==> src/sv/sbc_pkg.sv <==
// Shared types, constants and round functions for the SHA-256 block compressor.
// No dependencies; every other file of the block imports this package.
package sbc_pkg;

    localparam int unsigned WORD_W      = 32;
    localparam int unsigned BLOCK_WORDS = 16;
    localparam int unsigned NUM_ROUNDS  = 64;
    localparam int unsigned CHAIN_WORDS = 8;
    localparam int unsigned POS_W       = $clog2(BLOCK_WORDS);
    localparam int unsigned ROUND_W     = $clog2(NUM_ROUNDS);
    localparam int unsigned CHAIN_IDX_W = $clog2(CHAIN_WORDS);
    localparam int unsigned CFG_IDX_W   = 8;
    localparam int unsigned COUNT_W     = 64;

    localparam logic [POS_W-1:0]     LAST_POS   = POS_W'(BLOCK_WORDS - 1);
    localparam logic [ROUND_W-1:0]   LAST_ROUND = ROUND_W'(NUM_ROUNDS - 1);
    localparam logic [CFG_IDX_W-1:0] NUM_INIT   = CFG_IDX_W'(CHAIN_WORDS);
    localparam logic [COUNT_W-1:0]   BLOCK_BYTES = COUNT_W'(64);

    typedef logic [WORD_W-1:0] word_t;
    typedef logic [CHAIN_WORDS-1:0][WORD_W-1:0] chain_t;
    typedef logic [BLOCK_WORDS-1:0][WORD_W-1:0] block_words_t;

    // One collected block as handed from the front to the back.
    typedef struct packed {
        logic         restart;
        chain_t       init;
        block_words_t words;
    } block_t;

    typedef enum logic [1:0] {
        BK_IDLE,
        BK_ROUND,
        BK_FINAL
    } back_state_t;

    // Standard initial hash value, word 0 at index 0.
    localparam chain_t IV_INIT = {
        32'h5be0cd19, 32'h1f83d9ab, 32'h9b05688c, 32'h510e527f,
        32'ha54ff53a, 32'h3c6ef372, 32'hbb67ae85, 32'h6a09e667
    };

    localparam word_t ROUND_K [NUM_ROUNDS] = '{
        32'h428a2f98, 32'h71374491, 32'hb5c0fbcf, 32'he9b5dba5,
        32'h3956c25b, 32'h59f111f1, 32'h923f82a4, 32'hab1c5ed5,
        32'hd807aa98, 32'h12835b01, 32'h243185be, 32'h550c7dc3,
        32'h72be5d74, 32'h80deb1fe, 32'h9bdc06a7, 32'hc19bf174,
        32'he49b69c1, 32'hefbe4786, 32'h0fc19dc6, 32'h240ca1cc,
        32'h2de92c6f, 32'h4a7484aa, 32'h5cb0a9dc, 32'h76f988da,
        32'h983e5152, 32'ha831c66d, 32'hb00327c8, 32'hbf597fc7,
        32'hc6e00bf3, 32'hd5a79147, 32'h06ca6351, 32'h14292967,
        32'h27b70a85, 32'h2e1b2138, 32'h4d2c6dfc, 32'h53380d13,
        32'h650a7354, 32'h766a0abb, 32'h81c2c92e, 32'h92722c85,
        32'ha2bfe8a1, 32'ha81a664b, 32'hc24b8b70, 32'hc76c51a3,
        32'hd192e819, 32'hd6990624, 32'hf40e3585, 32'h106aa070,
        32'h19a4c116, 32'h1e376c08, 32'h2748774c, 32'h34b0bcb5,
        32'h391c0cb3, 32'h4ed8aa4a, 32'h5b9cca4f, 32'h682e6ff3,
        32'h748f82ee, 32'h78a5636f, 32'h84c87814, 32'h8cc70208,
        32'h90befffa, 32'ha4506ceb, 32'hbef9a3f7, 32'hc67178f2
    };

    function automatic word_t big_sigma0(input word_t x);
        return {x[1:0], x[31:2]} ^ {x[12:0], x[31:13]} ^ {x[21:0], x[31:22]};
    endfunction

    function automatic word_t big_sigma1(input word_t x);
        return {x[5:0], x[31:6]} ^ {x[10:0], x[31:11]} ^ {x[24:0], x[31:25]};
    endfunction

    function automatic word_t small_sigma0(input word_t x);
        return {x[6:0], x[31:7]} ^ {x[17:0], x[31:18]} ^ (x >> 3);
    endfunction

    function automatic word_t small_sigma1(input word_t x);
        return {x[16:0], x[31:17]} ^ {x[18:0], x[31:19]} ^ (x >> 10);
    endfunction

    function automatic word_t choose(input word_t e, input word_t f, input word_t g);
        return (e & f) ^ (~e & g);
    endfunction

    function automatic word_t majority(input word_t a, input word_t b, input word_t c);
        return (a & b) ^ (a & c) ^ (b & c);
    endfunction

endpackage

==> src/sv/sbc_queue.sv <==
// One-entry block queue between the front and the back of the compressor.
// Depends on sbc_pkg for the block record type.
module sbc_queue import sbc_pkg::*;
(
    input  logic   clk,
    input  logic   rst_n,
    input  logic   push_valid,
    input  block_t push_block,
    output logic   push_ready,
    output logic   pop_valid,
    input  logic   pop_ready,
    output block_t pop_block
);

    logic   full_reg, full_next;
    block_t entry_reg, entry_next;

    assign push_ready = !full_reg;
    assign pop_valid  = full_reg;
    assign pop_block  = entry_reg;

    always_comb
    begin
        full_next  = full_reg;
        entry_next = entry_reg;
        if (push_valid && !full_reg)
        begin
            full_next  = 1'b1;
            entry_next = push_block;
        end
        else if (pop_ready && full_reg)
        begin
            full_next = 1'b0;
        end
    end

    always_ff @(posedge clk or negedge rst_n)
    begin
        if (!rst_n)
        begin
            full_reg <= 1'b0;
        end
        else
        begin
            full_reg <= full_next;
        end
    end

    always_ff @(posedge clk)
    begin
        entry_reg <= entry_next;
    end

endmodule

==> config.mk <==
export PLATFORM = sky130hd
export DESIGN_NAME = sbc_queue
export DESIGN_NICKNAME = d
export VERILOG_FILES = /design/src/sv/sbc_pkg.sv /design/src/sv/sbc_queue.sv
export SDC_FILE = /design/constraint.sdc
export NUM_CORES = 1
export LEC_CHECK = 0
export BUFFER_PORTS_ARGS = -buffer_cell sky130_fd_sc_hd__buf_2
export CORE_AREA = 3 3 596 598
export CTS_BUF_LIST = sky130_fd_sc_hd__clkbuf_4
export CTS_CLUSTER_SIZE = 8
export DETAILED_ROUTE_END_ITERATION = 12
export DIE_AREA = 0 0 599 601
export GPL_ROUTABILITY_DRIVEN = 1
export HOLD_SLACK_MARGIN = 0.12
export SETUP_SLACK_MARGIN = 0.15
export SYNTH_ARGS = -nofsm -noshare
export SYNTH_HDL_FRONTEND = slang
export SYNTH_SLANG_ARGS = --single-unit
==> constraint.sdc <==
create_clock -name clk -period 22.2 [get_ports clk]
set_input_delay 4.44 -clock clk [delete_from_list [all_inputs] [get_ports clk]]
set_output_delay 4.44 -clock clk [all_outputs]
set_load 0.03 [all_outputs]
==> run_results.csv <==
group,metric,value,unit
outcome,outcome,"finished clean",
die,ioPinCount,1544,
timing,fin_crit_sh,0.337,
die,die_h,601,um
finish,nFillCells,39765,
global_routing,grt_overflow,0,
finish,drive_above_1_share,0.697,
yosys,synth-seq-area-share,0.999,
setup_path,rrSetupSlack,17.31,ns
yosys,synth_top_cell_area_share,0.998,
timing,skew,0.157,ns
timing,finalHoldViolCount,0,
timing,finalSetupViolCount,0,
setup_path,path_cells,"buf_2 > nor2b_4 > buf_4 > buf_12 > buf_4 > buf_4 > buf_4",
clock_tree,insertion_delay,1.31,ns
timing,finalMaxSlewViolations,0,
die,core_area,0.350,mm^2
global_routing,grt_pass1_wl,300000,um
power_and_ir_drop,leakagePower,15.1,nW
yosys,syn_area,0.0231,mm^2
hold_path,hp-class,"register to register",
drt,drt-vias-per-instance,2.58,
clock_tree,ctsHtreeMaxLevel,4,
setup_path,cp_data_arrival_time,8.27,ns
finish,syn_to_final_growth,72.9,%
drt,drt_iter0_markers,1844,
clock_tree,clock-sinks,770,
clock_tree,cts_buffers,232,
setup_path,worstPathRequired,22.98,ns
setup_path,crit_path_start_kind,"input port",
setup_path,crit_path_end_kind,"register",
setup_path,path_max_fanout,111,
finish,layout_commonest_cell,"buf_2",
drt,post_drt_wl_per_cell,35.3,um
global_routing,grt_max_degree,131,
yosys,syn_inst,773,
power_and_ir_drop,pwr_density_cell,93.7,mW/mm^2
placement,numPortBuffers,1543,
timing,fmaxAchievable,134,MHz
yosys,yosysWarnings,0,
finish,layout_common_cells,"buf_2, edfxtp_1, clkbuf_4",
timing,fin_crit,7.48,ns
setup_path,max_stage_delay,0.90,ns
timing,rsz0062_at_grt,"no",
drt,firstDrtPassIters,5,
clock_tree,cts_buffer_depth,4,
yosys,synthDistinctLibCells,5,
clock_tree,postCtsHoldBufs,0,
placement,gp_congestion,1.06,
power_and_ir_drop,ir_drop,0.0326,mV
die,die_x,599,um
clock_tree,cts_tree,"built",
setup_path,crit_path_frequent_cell,"buf_4",
setup_path,slowest_stage,"buf_4",
drt,drc,0,
yosys,ys_seq_elements,770,
drt,via_count,19293,
yosys,syn-mean-instance-area,29.9,um^2
timing,tightest_slew,1.05,ns
placement,dp_hpwl,237000,um
clock_tree,clkTransAtPathRegs,0.06,ns
die,start_util,0.0662,
global_routing,grt_antenna_before_repair,465,
die,die-area,0.360,mm^2
finish,nets,3334,
clock_tree,root_buffer,"clkbuf_4",
drt,wirelength,264000,um
yosys,syn_nets,1546,
yosys,synthTopCellsByArea,"edfxtp_1, dfrtp_1, nor2b_2, o21bai_1, inv_2",
yosys,yosysTopAreaCell,"edfxtp_1",
setup_path,critPathKind,"input port to register",
clock_tree,cts_resized,0,
timing,finalSetupTns,0,ns
run,maxCapViolations,0,
global_routing,globalRouteTotalUtil,0.141,
drt,antenna_left,0,
global_routing,grt_pass1_vias,17645,
power_and_ir_drop,power.total,3.75,mW
die,rows,217,
clock_tree,cts_setup_buffers,0,
timing,max_slew_margin,0.303,
## worst paths after layout
path	cells after the start	from	endpoint
min in group asynchronous	1	rst_n	pop_valid
max in group asynchronous	1	rst_n	pop_valid
max	7	push_valid	pop_block[522]
min	2	pop_valid	pop_valid
max reg2reg	6	pop_valid	pop_block[522]
min reg2reg	2	pop_valid	pop_valid
## through the flow
stage | hold slack, ns | setup WS (ns) | utilization | cell area, um^2 | instances
after floorplan | 0.842 | 5.70 | - | 23100 | 773
after global placement | 0.908 | 13.58 | 0.105 | 36700 | 6926
after detailed placement | 0.904 | 13.49 | 0.105 | 36700 | 6926
after CTS | 0.915 | 14.91 | 0.113 | 39600 | 7314
after global routing | 0.890 | 14.64 | 0.114 | 39700 | 7369
final | 0.841 | 14.72 | 0.114 | 40000 | 7482
## critical path: cells and delay by family
kind                   cells  cell delay [ns]
buffers and inverters      6             3.37
AND/OR/NAND/NOR            1             0.12
## area by class of cell
| cell class | instances | area, um^2 | area share |
|---|---|---|---|
| Tap cell | 4599 | 5750 | 0.144 |
| Sequential cell | 770 | 23100 | 0.578 |
| Inverter | 1 | 3.75 | 0.0000938 |
| Clock inverter | 74 | 504 | 0.0126 |
| Clock buffer | 314 | 2360 | 0.0589 |
| Timing Repair Buffer | 1554 | 7830 | 0.196 |
| Antenna cell | 168 | 420 | 0.0105 |
| Multi-Input combinational cell | 2 | 21.3 | 0.000532 |
## Yosys cell counts
cell	instances
dfrtp_1	1
inv_2	1
nor2b_2	1
edfxtp_1	769
o21bai_1	1
## sequential cells by signal, indices dropped and copies added (netlist names)
| register | count |
|---|---|
| pop_block | 769 |
| pop_valid | 1 |
## power breakdown
part | switching (mW) | total (mW) | internal (mW)
registers | 0.0351 | 1.77 | 1.73
clock network | 0.721 | 1.45 | 0.730
logic | 0.419 | 0.532 | 0.112
total | 1.17 | 3.75 | 2.58
## per-layer routing
metal | global-route usage | share of wire
met1 | 0.118 | 0.28
met4 | 0.0469 | 0.041
met5 | 0.00201 | 0.0067
met3 | 0.119 | 0.18
met2 | 0.243 | 0.49
## cell families (layout without fill, tap and decap cells)
logic type             Yosys count  after routing  share of synthesized area
DFF                            770            770                      0.999
other                            0            168                          0
buffers and inverters            1           1943                   0.000162
and+or+nand+nor                  1              1                   0.000379
AOI/OAI and AO/OA                1              1                   0.000325
Note: power is estimated with default switching activity, not from simulation.
